===== config.mk =====
export PLATFORM = sky130hd
export DESIGN_NAME = imu_bias_running_mean
export DESIGN_NICKNAME = d
export VERILOG_FILES = /design/src/rtl/core/imu_bm_pkg.sv /design/src/rtl/core/imu_bm_dp.sv /design/src/rtl/core/imu_bm_ctrl.sv /design/src/rtl/core/imu_bias_running_mean.sv
export SDC_FILE = /design/constraint.sdc
export NUM_CORES = 1
export LEC_CHECK = 0
export CAP_MARGIN = 40
export CORE_UTILIZATION = 23
export DETAILED_ROUTE_END_ITERATION = 8
export DONT_BUFFER_PORTS = 1
export GPL_TIMING_DRIVEN = 1
export HOLD_SLACK_MARGIN = 0.06
export PLACE_DENSITY_LB_ADDON = 0.25
export SLEW_MARGIN = 20
export SYNTH_ARGS = -nofsm -noshare
export SYNTH_HDL_FRONTEND = slang
export SYNTH_SLANG_ARGS = --single-unit

===== constraint.sdc =====
create_clock -name i_clk -period 14.4 [get_ports i_clk]
set_input_delay 1.44 -clock i_clk [delete_from_list [all_inputs] [get_ports i_clk]]
set_output_delay 1.44 -clock i_clk [all_outputs]
set_load 0.03 [all_outputs]

===== src/rtl/core/imu_bm_pkg.sv =====
// types, constants and control signal bundles of the imu bias running mean block
`default_nettype none
package imu_bm_pkg;

    localparam int SAMPLE_WIDTH = 24;
    localparam int FRAC_BITS    = 16;
    localparam int AXES         = 6;
    localparam int AXIS_W       = $clog2(AXES);
    localparam int AXIS_ACC_Z   = 2;
    localparam int COUNT_W      = 17;
    localparam int LIMIT_W      = 16;
    // dividend magnitude of x - mean needs one bit more than a sample
    localparam int QUOT_W       = SAMPLE_WIDTH + 1;
    localparam int STEP_W       = $clog2(QUOT_W);
    localparam int REM_W        = COUNT_W + 1;

    localparam logic [COUNT_W-1:0] COUNT_ONE   = COUNT_W'(1);
    localparam logic [COUNT_W-1:0] COUNT_MAX   = COUNT_W'(65536);
    localparam logic [LIMIT_W-1:0] LIMIT_RESET = LIMIT_W'(100);

    // -1.0 in the sample format, clamped to the most negative code when it does not fit
    localparam logic signed [SAMPLE_WIDTH-1:0] ACC_Z_RESET =
        (FRAC_BITS >= SAMPLE_WIDTH - 1) ? {1'b1, {(SAMPLE_WIDTH-1){1'b0}}}
                                        : SAMPLE_WIDTH'(-(longint'(1) <<< FRAC_BITS));

    typedef struct packed {
        logic signed [SAMPLE_WIDTH-1:0] acc_x;
        logic signed [SAMPLE_WIDTH-1:0] acc_y;
        logic signed [SAMPLE_WIDTH-1:0] acc_z;
        logic signed [SAMPLE_WIDTH-1:0] gyr_x;
        logic signed [SAMPLE_WIDTH-1:0] gyr_y;
        logic signed [SAMPLE_WIDTH-1:0] gyr_z;
        logic                           group_end;
    } t_imu_in;

    typedef struct packed {
        logic signed [SAMPLE_WIDTH-1:0] avg_acc_x;
        logic signed [SAMPLE_WIDTH-1:0] avg_acc_y;
        logic signed [SAMPLE_WIDTH-1:0] avg_acc_z;
        logic signed [SAMPLE_WIDTH-1:0] avg_gyr_x;
        logic signed [SAMPLE_WIDTH-1:0] avg_gyr_y;
        logic signed [SAMPLE_WIDTH-1:0] avg_gyr_z;
        logic [COUNT_W-1:0]             samples_seen;
        logic                           init_done;
    } t_imu_out;

    typedef enum logic [2:0] {
        S_IDLE,
        S_DECIDE,
        S_DIV_LOAD,
        S_DIV_STEP,
        S_MEAN_UPD,
        S_COUNT_UPD,
        S_OUTPUT
    } t_ctrl_state;

    typedef struct packed {
        logic capture;
        logic seed;
        logic div_load;
        logic div_step;
        logic mean_upd;
        logic count_upd;
        logic out_load;
    } t_dp_cmd;

    typedef struct packed {
        logic done;
        logic first;
        logic div_last;
        logic axis_last;
        logic out_free;
    } t_dp_stat;

endpackage
`default_nettype wire


===== src/rtl/core/imu_bm_dp.sv =====
// datapath: sample and mean registers, shared serial divider, count and output register
`default_nettype none
module imu_bm_dp (
    input  wire logic                          i_clk,
    input  wire logic                          i_rst_n,
    input  wire imu_bm_pkg::t_dp_cmd           i_cmd,
    output imu_bm_pkg::t_dp_stat               o_stat,
    input  wire imu_bm_pkg::t_imu_in           i_in_data,
    input  wire logic                          i_cfg_we,
    input  wire logic [imu_bm_pkg::LIMIT_W-1:0] i_cfg_data,
    output logic                               o_out_valid,
    input  wire logic                          i_out_ready,
    output imu_bm_pkg::t_imu_out               o_out_data
);
    import imu_bm_pkg::*;

    logic signed [SAMPLE_WIDTH-1:0] r_x [AXES];
    logic signed [SAMPLE_WIDTH-1:0] r_mean [AXES];
    logic signed [SAMPLE_WIDTH-1:0] in_axes [AXES];
    logic                           r_group_end;
    logic [COUNT_W-1:0]             r_count;
    logic [COUNT_W-1:0]             n_count;
    logic                           r_first;
    logic                           r_done;
    logic [LIMIT_W-1:0]             r_limit;
    logic [AXIS_W-1:0]              r_axis;
    logic [STEP_W-1:0]              r_step;
    logic [QUOT_W-1:0]              r_quot;
    logic [REM_W-1:0]               r_rem;
    logic                           r_neg;
    logic                           r_out_valid;
    t_imu_out                       r_out;

    logic signed [QUOT_W-1:0]       diff;
    logic [QUOT_W-1:0]              diff_mag;
    logic [REM_W-1:0]               rem_sh;
    logic                           rem_ge;
    logic signed [QUOT_W:0]         quot_s;
    logic signed [QUOT_W:0]         mean_sum;

    assign in_axes[0] = i_in_data.acc_x;
    assign in_axes[1] = i_in_data.acc_y;
    assign in_axes[2] = i_in_data.acc_z;
    assign in_axes[3] = i_in_data.gyr_x;
    assign in_axes[4] = i_in_data.gyr_y;
    assign in_axes[5] = i_in_data.gyr_z;

    always_comb begin
        diff     = QUOT_W'(r_x[r_axis]) - QUOT_W'(r_mean[r_axis]);
        diff_mag = diff[QUOT_W-1] ? QUOT_W'(-diff) : QUOT_W'(diff);
        rem_sh   = {r_rem[REM_W-2:0], r_quot[QUOT_W-1]};
        rem_ge   = (rem_sh >= REM_W'(r_count));
        quot_s   = r_neg ? -$signed({1'b0, r_quot}) : $signed({1'b0, r_quot});
        mean_sum = (QUOT_W+1)'(r_mean[r_axis]) + quot_s;
        n_count  = (r_count < COUNT_MAX) ? r_count + COUNT_ONE : r_count;
    end

    // control state
    always_ff @(posedge i_clk) begin
        if (!i_rst_n) begin
            r_count     <= COUNT_ONE;
            r_first     <= 1'b1;
            r_done      <= 1'b0;
            r_limit     <= LIMIT_RESET;
            r_axis      <= '0;
            r_step      <= '0;
            r_out_valid <= 1'b0;
        end else begin
            if (i_cfg_we) begin
                r_limit <= i_cfg_data;
            end
            if (i_cmd.capture) begin
                r_axis <= '0;
            end else if (i_cmd.mean_upd && r_axis != AXIS_W'(AXES - 1)) begin
                r_axis <= r_axis + AXIS_W'(1);
            end
            if (i_cmd.div_load) begin
                r_step <= '0;
            end else if (i_cmd.div_step) begin
                r_step <= r_step + STEP_W'(1);
            end
            if (i_cmd.seed) begin
                r_first <= 1'b0;
            end
            if (i_cmd.count_upd) begin
                r_count <= n_count;
                if (r_group_end && n_count > COUNT_W'(r_limit)) begin
                    r_done <= 1'b1;
                end
            end
            if (i_cmd.out_load) begin
                r_out_valid <= 1'b1;
            end else if (i_out_ready) begin
                r_out_valid <= 1'b0;
            end
        end
    end

    // means, with their reset values
    always_ff @(posedge i_clk) begin
        if (!i_rst_n) begin
            for (int i = 0; i < AXES; i++) begin
                r_mean[i] <= (i == AXIS_ACC_Z) ? ACC_Z_RESET : '0;
            end
        end else if (i_cmd.seed) begin
            for (int i = 0; i < AXES; i++) begin
                r_mean[i] <= r_x[i];
            end
        end else if (i_cmd.mean_upd) begin
            r_mean[r_axis] <= mean_sum[SAMPLE_WIDTH-1:0];
        end
    end

    // payload registers
    always_ff @(posedge i_clk) begin
        if (i_cmd.capture) begin
            for (int i = 0; i < AXES; i++) begin
                r_x[i] <= in_axes[i];
            end
            r_group_end <= i_in_data.group_end;
        end
        // restoring division of |x - mean| by the count, one quotient bit per cycle
        if (i_cmd.div_load) begin
            r_quot <= diff_mag;
            r_rem  <= '0;
            r_neg  <= diff[QUOT_W-1];
        end else if (i_cmd.div_step) begin
            r_quot <= {r_quot[QUOT_W-2:0], rem_ge};
            r_rem  <= rem_ge ? rem_sh - REM_W'(r_count) : rem_sh;
        end
        if (i_cmd.out_load) begin
            r_out.avg_acc_x    <= r_mean[0];
            r_out.avg_acc_y    <= r_mean[1];
            r_out.avg_acc_z    <= r_mean[2];
            r_out.avg_gyr_x    <= r_mean[3];
            r_out.avg_gyr_y    <= r_mean[4];
            r_out.avg_gyr_z    <= r_mean[5];
            r_out.samples_seen <= r_count;
            r_out.init_done    <= r_done;
        end
    end

    assign o_stat.done      = r_done;
    assign o_stat.first     = r_first;
    assign o_stat.div_last  = (r_step == STEP_W'(QUOT_W - 1));
    assign o_stat.axis_last = (r_axis == AXIS_W'(AXES - 1));
    assign o_stat.out_free  = !r_out_valid || i_out_ready;

    assign o_out_valid = r_out_valid;
    assign o_out_data  = r_out;

endmodule
`default_nettype wire


===== src/rtl/core/imu_bm_ctrl.sv =====
// controller: sequences capture, seeding, six serial divisions, count update and output
`default_nettype none
module imu_bm_ctrl (
    input  wire logic                i_clk,
    input  wire logic                i_rst_n,
    input  wire logic                i_in_valid,
    output logic                     o_in_ready,
    output imu_bm_pkg::t_dp_cmd      o_cmd,
    input  wire imu_bm_pkg::t_dp_stat i_stat
);
    import imu_bm_pkg::*;

    t_ctrl_state r_state;
    t_ctrl_state n_state;

    always_ff @(posedge i_clk) begin
        if (!i_rst_n) begin
            r_state <= S_IDLE;
        end else begin
            r_state <= n_state;
        end
    end

    always_comb begin
        n_state = r_state;
        case (r_state)
            S_IDLE: begin
                if (i_in_valid) begin
                    n_state = S_DECIDE;
                end
            end
            S_DECIDE: begin
                if (i_stat.done) begin
                    n_state = S_OUTPUT;
                end else if (i_stat.first) begin
                    n_state = S_COUNT_UPD;
                end else begin
                    n_state = S_DIV_LOAD;
                end
            end
            S_DIV_LOAD: n_state = S_DIV_STEP;
            S_DIV_STEP: begin
                if (i_stat.div_last) begin
                    n_state = S_MEAN_UPD;
                end
            end
            S_MEAN_UPD: begin
                n_state = i_stat.axis_last ? S_COUNT_UPD : S_DIV_LOAD;
            end
            S_COUNT_UPD: n_state = S_OUTPUT;
            S_OUTPUT: begin
                if (i_stat.out_free) begin
                    n_state = S_IDLE;
                end
            end
            default: n_state = S_IDLE;
        endcase
    end

    always_comb begin
        o_cmd      = '0;
        o_in_ready = 1'b0;
        case (r_state)
            S_IDLE: begin
                o_in_ready    = 1'b1;
                o_cmd.capture = i_in_valid;
            end
            S_DECIDE: begin
                // first request after reset seeds the means directly
                o_cmd.seed = !i_stat.done && i_stat.first;
            end
            S_DIV_LOAD:  o_cmd.div_load  = 1'b1;
            S_DIV_STEP:  o_cmd.div_step  = 1'b1;
            S_MEAN_UPD:  o_cmd.mean_upd  = 1'b1;
            S_COUNT_UPD: o_cmd.count_upd = 1'b1;
            S_OUTPUT:    o_cmd.out_load  = i_stat.out_free;
            default: begin
                o_cmd = '0;
            end
        endcase
    end

endmodule
`default_nettype wire


===== src/rtl/core/imu_bias_running_mean.sv =====
// top level of the imu bias running mean block
//
// channel  | valid       | ready       | payload
// ---------+-------------+-------------+--------------------------
// input    | i_in_valid  | o_in_ready  | i_in_data  (t_imu_in)
// output   | o_out_valid | i_out_ready | o_out_data (t_imu_out)
// config   | i_cfg_we    | (none)      | i_cfg_data (sample limit)
//
// a request that updates the means runs a serial division per axis on the shared
// restoring divider, which gives one quotient bit a cycle; the seed request and
// requests after init completes skip the divisions, the latter the count update too
// synchronous active-low reset; the result sits in an output register, so the next
// request is accepted while it waits; a stalled output holds the next result back
`default_nettype none
module imu_bias_running_mean (
    input  wire logic                           i_clk,
    input  wire logic                           i_rst_n,
    input  wire logic                           i_in_valid,
    output logic                                o_in_ready,
    input  wire imu_bm_pkg::t_imu_in            i_in_data,
    output logic                                o_out_valid,
    input  wire logic                           i_out_ready,
    output imu_bm_pkg::t_imu_out                o_out_data,
    input  wire logic                           i_cfg_we,
    input  wire logic [imu_bm_pkg::LIMIT_W-1:0] i_cfg_data
);
    import imu_bm_pkg::*;

    t_dp_cmd  cmd;
    t_dp_stat stat;

    imu_bm_ctrl u_ctrl (
        .i_clk      (i_clk),
        .i_rst_n    (i_rst_n),
        .i_in_valid (i_in_valid),
        .o_in_ready (o_in_ready),
        .o_cmd      (cmd),
        .i_stat     (stat)
    );

    imu_bm_dp u_dp (
        .i_clk       (i_clk),
        .i_rst_n     (i_rst_n),
        .i_cmd       (cmd),
        .o_stat      (stat),
        .i_in_data   (i_in_data),
        .i_cfg_we    (i_cfg_we),
        .i_cfg_data  (i_cfg_data),
        .o_out_valid (o_out_valid),
        .i_out_ready (i_out_ready),
        .o_out_data  (o_out_data)
    );

endmodule
`default_nettype wire


* After elaboration in Yosys (flattened, before gate mapping)
Memory sizes are Yosys's and may differ from the RTL's. A register that Yosys moved wholly into a read port is not among the register bits.
Cells that the tools add are included.
** Word-level totals
- Flip-flop bits (word level) :: 109
- Bits in writable memories :: 288
- Output and inout port bits :: 164
- Memories :: 2
** Cells by class
- Add/subtract/negate cells :: 8
- $lt $le $gt $ge :: 3
- Equal/unequal tests :: 12
- Mux-type cells :: 46
- Bitwise operators :: 7
- Reduce and logical (&&, ||, !) cells :: 14
** Memory list
- u_dp.r_mean :: words 6, bits a word 24, read ports 7, clocked after Yosys merged registers in 7, wr ports 6, RTL line imu_bm_dp.sv:18 : logic signed [SAMPLE_WIDTH-1:0] r_mean [AXES];
- u_dp.r_x :: words 6, bits a word 24, read ports 7, clocked after Yosys merged registers in 1, wr ports 6, RTL line imu_bm_dp.sv:17 : logic signed [SAMPLE_WIDTH-1:0] r_x [AXES];
** Operators by type and width (count)
- 24-bit two-way mux :: 8
- 25-bit two-way mux :: 3
- 17-bit two-way mux :: 2
- 3-bit two-way mux :: 11
- 25-bit negator :: 1
- 24-bit by 24-bit subtractor with 25-bit output :: 1
- 24-bit adder :: 1
- 24-bit negator :: 1
- 24-bit OR reduction :: 1
- 1-bit two-way mux :: 21
- 3-bit one-hot mux with 7 select lines :: 1
- 18-bit by 17-bit greater-or-equal comparator with 1-bit output :: 1
- 17-bit by 1-bit adder with 17-bit output, second input constant :: 1
- 17-bit by 16-bit greater-than comparator with 1-bit output :: 1
- 17-bit < comparator, second input constant :: 1
- 17-bit subtractor :: 1
- 3-bit equality test, second input constant :: 4
- 3-bit by 2-bit equality test with 1-bit output, second input constant :: 2
- 1-bit bitwise OR :: 6
- 5-bit by 1-bit adder with 5-bit output, second input constant :: 1
- 5-bit equality test, second input constant :: 1
- 2-bit inequality test, second input constant :: 2
- 2-bit nonzero test :: 2
- 2-bit OR reduction :: 2
- 11 further kinds :: 14

* Depth between registers and ports, before layout
Gate-level depths: netlist (run 1).
- Depth in word-level cells :: 8
- Gate-level depth with buffers :: 19
- Gate-level depth less buffers :: 18

* Modules after synthesis
From an unflattened synthesis (run 1), not the netlist that was laid out.
** Second synthesis, totals
- Cells, all modules :: 2074
- Area total of the unflattened synthesis :: 27968.1 um^2
** Modules (own cells, without submodules)
- imu_bm_dp :: times used 1, cells an instance 2036, area each 27697.8 um^2
- imu_bm_ctrl :: times used 1, cells an instance 38, area each 270.3 um^2

* Worst setup path before layout (run 1)
OpenSTA, ideal clock, no wires.
- Kind :: input port to flip-flop
- From :: input port i_out_ready
- To :: register, netlist name o_out_data[100]
- Data arrival time :: 12.480 ns
- Required time :: 13.517 ns
- Setup slack :: 1.037 ns
- Stages :: 2
- Cell sequence :: nor2b_1 -> nor3_1
** RTL lines
- from (decl) :: RTL line imu_bias_running_mean.sv:22 : input wire logic i_out_ready,

==> results of run 1 <==
[power breakdown]
group / switching (uW) / internal, uW / total [uW]
logic: 800 / 507 / 1310
registers: 104 / 2070 / 2170
clock network: 773 / 1140 / 1910
total: 1680 / 3710 / 5380
[sequential cells by signal, indices dropped and copies added, names as in the netlist, named ones only]
| signal | cells |
|---|---|
| o_out_data | 144 |
| u_ctrl.r_state | 3 |
| u_dp.o_out_data | 18 |
| u_dp.o_out_valid | 1 |
| u_dp.r_axis | 3 |
| u_dp.r_count | 17 |
| u_dp.r_done | 1 |
| u_dp.r_first | 1 |
| u_dp.r_group_end | 1 |
| u_dp.r_limit | 16 |
| u_dp.r_mean | 192 |
| u_dp.r_neg | 1 |
| u_dp.r_quot | 25 |
| u_dp.r_rem | 17 |
| u_dp.r_step | 5 |
| u_dp.r_x | 144 |
[worst max-delay path, cell delays in order (launching register included)]
cell      delay (ns)
dfxtp_4         0.80
buf_4           0.65
mux4_2          0.59
nor2_1          0.10
a21o_1          0.16
inv_1           0.06
ha_1            0.27
nor2b_1         0.15
o31a_1          0.30
o31a_1          0.31
a311oi_1        0.43
mux2i_1         0.16
a211oi_1        0.51
nand4_1         0.50
or4b_1          0.69
mux2i_1         0.18
nand2_1         0.06
[cells in the final DEF, fill, tap and decap left out, types with 75 or more instances in the layout]
cell,count
nor2_1,84
ha_1,87
mux2i_1,78
edfxtp_1,525
o21ai_0,89
clkbuf_16,75
a21oi_1,78
a22o_1,133
inv_1,87
xnor2_1,78
nand2_1,109
[worst min-delay path by stage]
stage	from	end	slack, ns	cells past startpoint
finish	u_dp.r_mean[5][14]$_DFFE_PP_	o_out_data[32]$_DFFE_PP_	0.44	0
detailed placement	u_dp.r_mean[0][13]$_DFFE_PP_	o_out_data[151]$_DFFE_PP_	0.43	0
CTS	u_dp.r_mean[0][20]$_DFFE_PP_	o_out_data[158]$_DFFE_PP_	0.44	0
global route	u_dp.r_mean[5][18]$_DFFE_PP_	o_out_data[36]$_DFFE_PP_	0.45	0
floorplan	u_dp.r_count[11]$_SDFFE_PN0P_	u_dp.o_out_data[12]$_DFFE_PP_	0.41	0
global placement	u_dp.r_mean[5][18]$_DFFE_PP_	o_out_data[36]$_DFFE_PP_	0.43	0
[final cells by class]
type | instances | share of cell area (%)
clock buffers | 88 | 5.94
well taps | 1612 | 6.19
multi-input cells | 1242 | 31.1
clock inverters | 47 | 1.73
diodes | 8 | 0.0615
flip-flops and latches | 592 | 52.6
inverters | 87 | 1.00
repair buffers | 42 | 1.38
[logic make-up after synthesis]
logic type	Yosys count	synth area share (%)
flip-flops	592	61.4
adder cells (fa/ha/maj)	90	4.12
multiplexers	154	8.79
AO/OA/AOI/OAI	479	12.3
AND/OR/NAND/NOR	413	7.49
XOR/XNOR	106	3.33
buffers and inverters	186	2.54
[layer usage]
layer / global-route usage, % / share of wire, %
met5: 0 / 0.063
met4: 5.19 / 3.3
met3: 3.61 / 7.5
met2: 23.4 / 47
met1: 18.0 / 42
[through the flow]
step                      worst slack [ns]  total power [uW]  utilization, %
after floorplan                       1.04              3090               -
after global placement                7.69              3460            24.8
after detailed placement              8.04              3500            25.0
after CTS                             8.02              5430            27.1
after global routing                  7.56              5630            27.1
final                                 8.10              5380            27.1
==> flow_metrics.tcl, run 1 <==
set metrics [dict create \
    initial_core_util_pct 23.2 \
    drt_iter0_drc 1618 \
    cp-endpoint "u_dp.r_quot[23]$_DFFE_PP_" \
    clk_latency_ns 0.65 \
    ys_ff_latch 592 \
    hold_path.class "reg2reg" \
    max_slew_margin_pct 21.7 \
    grt_overflow 0 \
    syn_avg_cell_area_sq_um 13.8 \
    powerDensity_nw_per_um2 165 \
    fillers 12200 \
    ant_nets 0 \
    wl_microns 89100 \
    finClkSkew_ns 0.0345 \
    hold_ws_ns 0.440 \
    syn2layout_area_growth_pct 16.9 \
    groute.usage.overall_pct 14.3 \
    multi_input_area_sq_um 10100 \
    num_vias 17600 \
    numCtsBuffers 74 \
    drc 0 \
    rows 127 \
    ys_types 76 \
    synthFlopType "edfxtp_1" \
    place_hpwl_microns 64800 \
    dieArea_sq_um 122000 \
    cts_hold_buf 0 \
    yosysTopAreaCell "edfxtp_1" \
    hold_violations 0 \
    start_kind "register" \
    layout_min_cycle_time_ns 6.30 \
    regToRegSetupSlack_ns 8.10 \
    syn_nets 2276 \
    gp_congestion 0.848 \
    rsz0062_at_grt "false" \
    tritoncts "yes" \
    setup_violations 0 \
    drv_slew 0 \
    yosys.area.top_type_share_pct 56.6 \
    cp_max_fo 32 \
    critPathRequiredTime_ns 14.79 \
    synth_area_leaders "edfxtp_1, mux4_2, dfxtp_1" \
    grt_pass1_vias 17700 \
    drive_gt1_share_pct 12.5 \
    status "finished, final reports clean" \
    final_area_sq_um 32600 \
    cts_resized 0 \
    timing.setup.tns_ns 0 \
    period_share_pct 43.8 \
    worstPathArrival_ns 6.69 \
    final_nets 2295 \
    pin_count 330 \
    placed_cell_area_sq_um 30000 \
    worstMarginPinSlew_ns 1.17 \
    synth_top_cells_by_count "edfxtp_1, a22o_1, nand2_1" \
    leakagePower_uw 0.0110 \
    antenna_found_initial 19 \
    netlist_instances 2020 \
    seq_area_frac_synth_pct 61.4 \
    synth-async-reset-ratio_pct 0 \
    avgViaCountPerCell 4.72 \
    r2r_cells 16 \
    register_area_sq_um 17100 \
    numPortBuffers 0 \
    rr_endpoint "u_dp.r_quot[23]$_DFFE_PP_" \
    grt_pass1_wl_microns 127000 \
    post_cts_buffers 0 \
    final_cells 3718 \
    cap_violations 0 \
    irDropWorstVdd_v 0.000100 \
    placed_cells 3570 \
    die_x_microns 350 \
    fmax_mhz 159 \
    cts.path.max_buffers 3 \
    drtPass1Iterations 5 \
    cts_root_buffer "clkbuf_16" \
    synth-edff-count 525 \
    cts_sinks 592 \
    crit_type "reg2reg" \
    yosys_warnings 0 \
    htree_num_levels 3 \
    end_kind "register" \
    die_height_microns 350 \
    wl_per_cell_microns 24.0 \
    synth_area_sq_um 27800 \
    post-synth-top-count-cell "edfxtp_1" \
    clk_pin_slew_worst_paths_ns 0.06 \
    grt_max_degree 145 \
    core_area_sq_um 120000 \
]
No activity file was read; power rests on OpenSTA's default activity.
==> inputs of run 2 (changes only) <==
==> constraint.sdc (replaced) <==
create_clock -name i_clk -period 6.5 [get_ports i_clk]
set_input_delay 0.65 -clock i_clk [delete_from_list [all_inputs] [get_ports i_clk]]
set_output_delay 0.65 -clock i_clk [all_outputs]
set_load 0.03 [all_outputs]
==> run 2 against run 1 <==
Against the previous run: clock power grew 110%; sequential share of layout area is 2.1 points lower; clock skew is 0.0028 ns higher; core utilization increased by 1.1 points; first-iteration DRC count down 0.43%; worst setup slack got worse by 7.0 ns; highest routed layer unchanged.
==> flow_metrics.tcl, run 2 (synthesis results as in run 1) <==
set metrics [dict create \
    start_kind "register" \
    period_share_pct 83.8 \
    mostFrequentLayoutCell "edfxtp_1" \
    hold_violations 0 \
    fillers 12100 \
    ant_nets 0 \
    clk_latency_ns 0.67 \
    grt_pass1_wl_microns 128000 \
    core_area_sq_um 120000 \
    cts_root_buffer "clkbuf_16" \
    grt_max_degree 145 \
    fmax_mhz 184 \
    finClkSkew_ns 0.0373 \
    critPathRequiredTime_ns 6.94 \
    leakagePower_uw 0.0116 \
    final_nets 2447 \
    powerDensity_nw_per_um2 347 \
    register_area_sq_um 17100 \
    top_register "u_dp.r_mean" \
    cts_sinks 592 \
    die_x_microns 350 \
    syn2layout_area_growth_pct 21.8 \
    cts_resized 0 \
    gp_congestion 0.858 \
    numPortBuffers 0 \
    wl_microns 90400 \
    rsz0062_at_grt "false" \
    setup_violations 0 \
    drc 0 \
    largest_reg_flops 192 \
    placed_cell_area_sq_um 30100 \
    irDropWorstVdd_v 0.000202 \
    num_vias 18300 \
    avgViaCountPerCell 4.74 \
    pin_count 330 \
    layout_min_cycle_time_ns 5.44 \
    hold_path.class "in2reg" \
    wl_per_cell_microns 23.4 \
    layout_common_cells "edfxtp_1, dlygate4sd3_1, a22o_1" \
    antenna_found_initial 15 \
    groute.usage.overall_pct 14.4 \
    numCtsBuffers 72 \
    worstPathArrival_ns 5.88 \
    rows 127 \
    htree_num_levels 3 \
    status "finished, final reports clean" \
    cts_hold_buf 148 \
    cap_violations 0 \
    max_slew_margin_pct 21.8 \
    initial_core_util_pct 23.2 \
    final_area_sq_um 33900 \
    post_cts_buffers 0 \
    drt_iter0_drc 1611 \
    end_kind "register" \
    worstMarginPinSlew_ns 1.17 \
    grt_overflow 0 \
    drive_gt1_share_pct 11.6 \
    drv_slew 0 \
    power_uw 11800 \
    cts.path.max_buffers 3 \
    dieArea_sq_um 122000 \
    place_hpwl_microns 65100 \
    crit_type "reg2reg" \
    clk_pin_slew_worst_paths_ns 0.06 \
    cp_max_fo 23 \
    grt_pass1_vias 18400 \
    die_height_microns 350 \
    drtPass1Iterations 5 \
    timing.setup.tns_ns 0 \
    tritoncts "yes" \
    multi_input_area_sq_um 10100 \
]
run 2: cell types whose count changed in the layout (fill, tap and decap cells not counted), moves of 2 or more:
| cell | change |
|---|---|
| clkinv_4 | +2 |
| buf_12 | +5 |
| clkinv_1 | -4 |
| bufinv_16 | -4 |
| clkinv_8 | -2 |
| buf_16 | -2 |
| dlygate4sd3_1 | +148 |
| inv_4 | -2 |
| clkbuf_1 | +2 |
run 2: where the power goes:
group | internal (uW) | total, uW | switching (uW) | leakage (uW)
clock | 2300 | 3960 | 1660 | 0.00110
combinational | 1190 | 2980 | 1790 | 0.00492
sequential | 4580 | 4810 | 237 | 0.00555
run 2: critical path, cell delays in order, from the launching register on:
cell and delay, ns:
dfxtp_4 0.69, buf_12 0.28, mux4_2 0.54, mux2i_1 0.35, ha_1 0.37, a21oi_1 0.18, o21ai_0 0.14, and2_1 0.20
a311oi_1 0.42, mux2i_1 0.18, a211oi_1 0.45, nand4_1 0.43, or4b_1 0.66, o21ai_0 0.30
run 2: worst paths after layout:
check                          startpoint                      endpoint  slack [ns]  cells after the start
max                              register     u_dp.r_quot[24]$_DFFE_PP_        1.06                     13
min                         i_cfg_data[5]  u_dp.r_limit[5]$_SDFFE_PN1P_        0.11                      2
max reg2reg                      register     u_dp.r_quot[24]$_DFFE_PP_        1.06                     13
min reg2reg  u_dp.r_mean[1][18]$_DFFE_PP_     o_out_data[132]$_DFFE_PP_        0.43                      0
run 2: per-layer routing:
metal  vias to the layer above  track usage (%)  wire length, microns
met1                      9303             18.1                 38100
met5                         -                0                    46
met2                       619             23.7                 43100
met3                       155             3.31                  5850
li1                       8218                -                     -
met4                         8             6.07                  3340
run 2: metrics by stage:
| step | setup WS [ns] | hold WS, ns | util [%] | std cells |
|---|---|---|---|---|
| after floorplan | 1.04 | 0.406 | - | 2020 |
| after global placement | 1.08 | 0.429 | 24.9 | 3561 |
| after detailed placement | 0.991 | 0.431 | 25.1 | 3575 |
| after CTS | 1.01 | 0.0631 | 28.2 | 3849 |
| after global routing | 0.679 | 0.0975 | 28.3 | 3860 |
| final | 1.06 | 0.114 | 28.3 | 3863 |
run 2: area by class of cell:
type	count	area share, %
Timing Repair Buffer	196	5.93
Tap cell	1612	5.95
Inverter	87	0.963
Clock buffer	88	5.61
Multi-Input combinational cell	1242	29.9
Sequential cell	592	50.5
Antenna cell	8	0.0590
Clock inverter	38	1.13
==> inputs of run 3 (changes only) <==
==> constraint.sdc (replaced) <==
create_clock -name i_clk -period 4.7 [get_ports i_clk]
set_input_delay 0.47 -clock i_clk [delete_from_list [all_inputs] [get_ports i_clk]]
set_output_delay 0.47 -clock i_clk [all_outputs]
set_load 0.03 [all_outputs]
==> run 3 against run 2 <==
Against the previous run: count of clock-buffer cells in the layout did not move; sequential power rose by 38%; critical path depth rose by 3; cell count rose by 3.8%; cell area rose by 4.4%; the flow now finishes with violations (setup timing); largest cell class unchanged; largest power group unchanged.
==> flow_metrics.tcl, run 3 (synthesis results as in run 1) <==
set metrics [dict create \
    wl_microns 92400 \
    layout_min_cycle_time_ns 4.72 \
    crit_type "reg2reg" \
    status "finished, violations left" \
    drtPass1Iterations 5 \
    die_height_microns 350 \
    max_slew_margin_pct 41.7 \
    initial_core_util_pct 23.2 \
    hold_path.class "in2reg" \
    numCtsBuffers 74 \
    clk_pin_slew_worst_paths_ns 0.06 \
    cts_sinks 592 \
    rr_endpoint "u_dp.r_quot[22]$_DFFE_PP_" \
    intPower_uw 11500 \
    irDropWorstVdd_v 0.000283 \
    layout_common_cells "edfxtp_1, dlygate4sd3_1, buf_4" \
    regToRegSetupSlack_ns -0.02 \
    die_x_microns 350 \
    drt_iter0_drc 1510 \
    syn2layout_area_growth_pct 27.2 \
    drive_gt1_share_pct 18.1 \
    worstMarginPinSlew_ns 0.874 \
    start_kind "register" \
    mostFrequentLayoutCell "edfxtp_1" \
    final_nets 2595 \
    pwr-share-seq_pct 39.7 \
    top_register "u_dp.r_mean" \
    crit_slowest_cell "mux4_2" \
    clk_latency_ns 0.67 \
    r2r_cells 16 \
    p_sw_uw 5250 \
    worstPathArrival_ns 5.23 \
    cts.path.max_buffers 3 \
    wl_per_cell_microns 23.0 \
    cp_cell_sequence "buf_4, mux4_2, mux2i_2, ha_1, nor2b_4, o31a_1, o41a_1, buf_6, or4_4, nand4_1, nand4_2, buf_6, or4b_4, nor4_4, mux2_4, nand2_2" \
    pin_count 330 \
    fin_ws_ns -0.0152 \
    groute.usage.overall_pct 14.8 \
    tritoncts "yes" \
    gp_congestion 0.874 \
    crit_family "simple AND/OR/NAND/NOR gates" \
    worstHoldStart "i_in_valid" \
    rows 127 \
    antenna_found_initial 8 \
    num_vias 19000 \
    pwr-share-comb_pct 27.5 \
    fmax_mhz 212 \
    avgViaCountPerCell 4.74 \
    htree_num_levels 3 \
    cap_violations 0 \
    holdPathEnd "u_ctrl.r_state[0]$_SDFFE_PN0P_" \
    hold_ws_ns 0.214 \
    cp_max_fo 5 \
    setup_violations 1 \
    whs_path_depth 3 \
    cp_common_cell "buf_6" \
    dieArea_sq_um 122000 \
    finClkSkew_ns 0.0402 \
    critPathRequiredTime_ns 5.22 \
    numPortBuffers 0 \
    worst-path-buf-inv 3 \
    violations "setup timing" \
    leakagePower_uw 0.0124 \
    period_share_pct 100 \
    cts_root_buffer "clkbuf_16" \
    slowest_delay_ns 0.52 \
    ant_nets 0 \
    grt_overflow 0 \
    powerDensity_nw_per_um2 473 \
    dp_slack_ns -0.185 \
    drv_slew 0 \
    end_kind "register" \
    grt_max_degree 101 \
    power_uw 16800 \
    drc 0 \
    core_area_sq_um 120000 \
    largest_reg_flops 192 \
    grt_pass1_vias 19100 \
    rsz0062_at_grt "true" \
    hold_violations 0 \
    sw_frac_of_total_pct 31.3 \
    grt_pass1_wl_microns 132000 \
    power_frac_clock_pct 32.9 \
    place_hpwl_microns 67700 \
]
run 3: changes by cell type in the layout (fill, tap and decap cells not counted), sizes merged, moves of 3 or more:
cell / delta
buf: +130
clkinv: +10
clkinvlp: -3
diode: -4
dlygate4sd3: +17
run 3: worst max-delay path by stage:
stage | to | cells after the start
after floorplan | o_out_data[100]$_DFFE_PP_ | 3
after global placement | u_dp.r_quot[23]$_DFFE_PP_ | 16
after detailed placement | u_dp.r_quot[22]$_DFFE_PP_ | 17
after CTS | u_dp.r_quot[22]$_DFFE_PP_ | 18
after global routing | u_dp.r_quot[22]$_DFFE_PP_ | 20
final | u_dp.r_quot[22]$_DFFE_PP_ | 16
run 3: layer usage:
metal	vias to the layer above	GRT usage (%)	wire length (microns)
met5	-	0	27
met4	4	4.68	2490
met3	150	3.74	6600
met2	686	25.3	45500
met1	9652	18.0	37800
li1	8512	-	-
run 3: repair_timing:
action                     in CTS  in global routing
pin swaps                       0                  8
hold buffers                  166                  0
resized for setup               8                 59
setup endpoints to repair       8                 57
hold endpoints to repair      194                  0
buffers inserted                0                  7
run 3: area by class of cell:
type                    count  area, sq um
multi-input cells        1242        10400
fillers                 12000        84500
clock inverters            43          359
flip-flops and latches    592        17100
diodes                      4         10.0
inverters                  87          327
repair buffers            342         3210
clock buffers              88         1970
well taps                1612         2020
run 3: per-stage QoR:
stage	setup TNS [ns]	cell area (sq um)	std cells	utilization, %
final	-0.0152	35400	4010	29.5
after global routing	-0.643	35400	4008	29.5
after CTS	-0.00661	35100	3995	29.2
after detailed placement	-0.926	31000	3698	25.9
after global placement	-0.393	30900	3688	25.7
after floorplan	-21.37	27900	2020	-
run 3: worst min-delay path: cells and delay by family:
family	cells	cell delay, ns
and+or+nand+nor	1	0.12
AOI/OAI and AO/OA	2	0.26
run 3: power by group through the flow:
stage	sequential (uW)	combinational, uW	clock (uW)
2_1_floorplan	6580	2860	0
3_3_place_gp	6750	4250	0
3_5_place_dp	6750	4340	0
4_1_cts	6650	4520	5670
5_1_grt	6690	5070	5850
6_report	6650	4610	5510
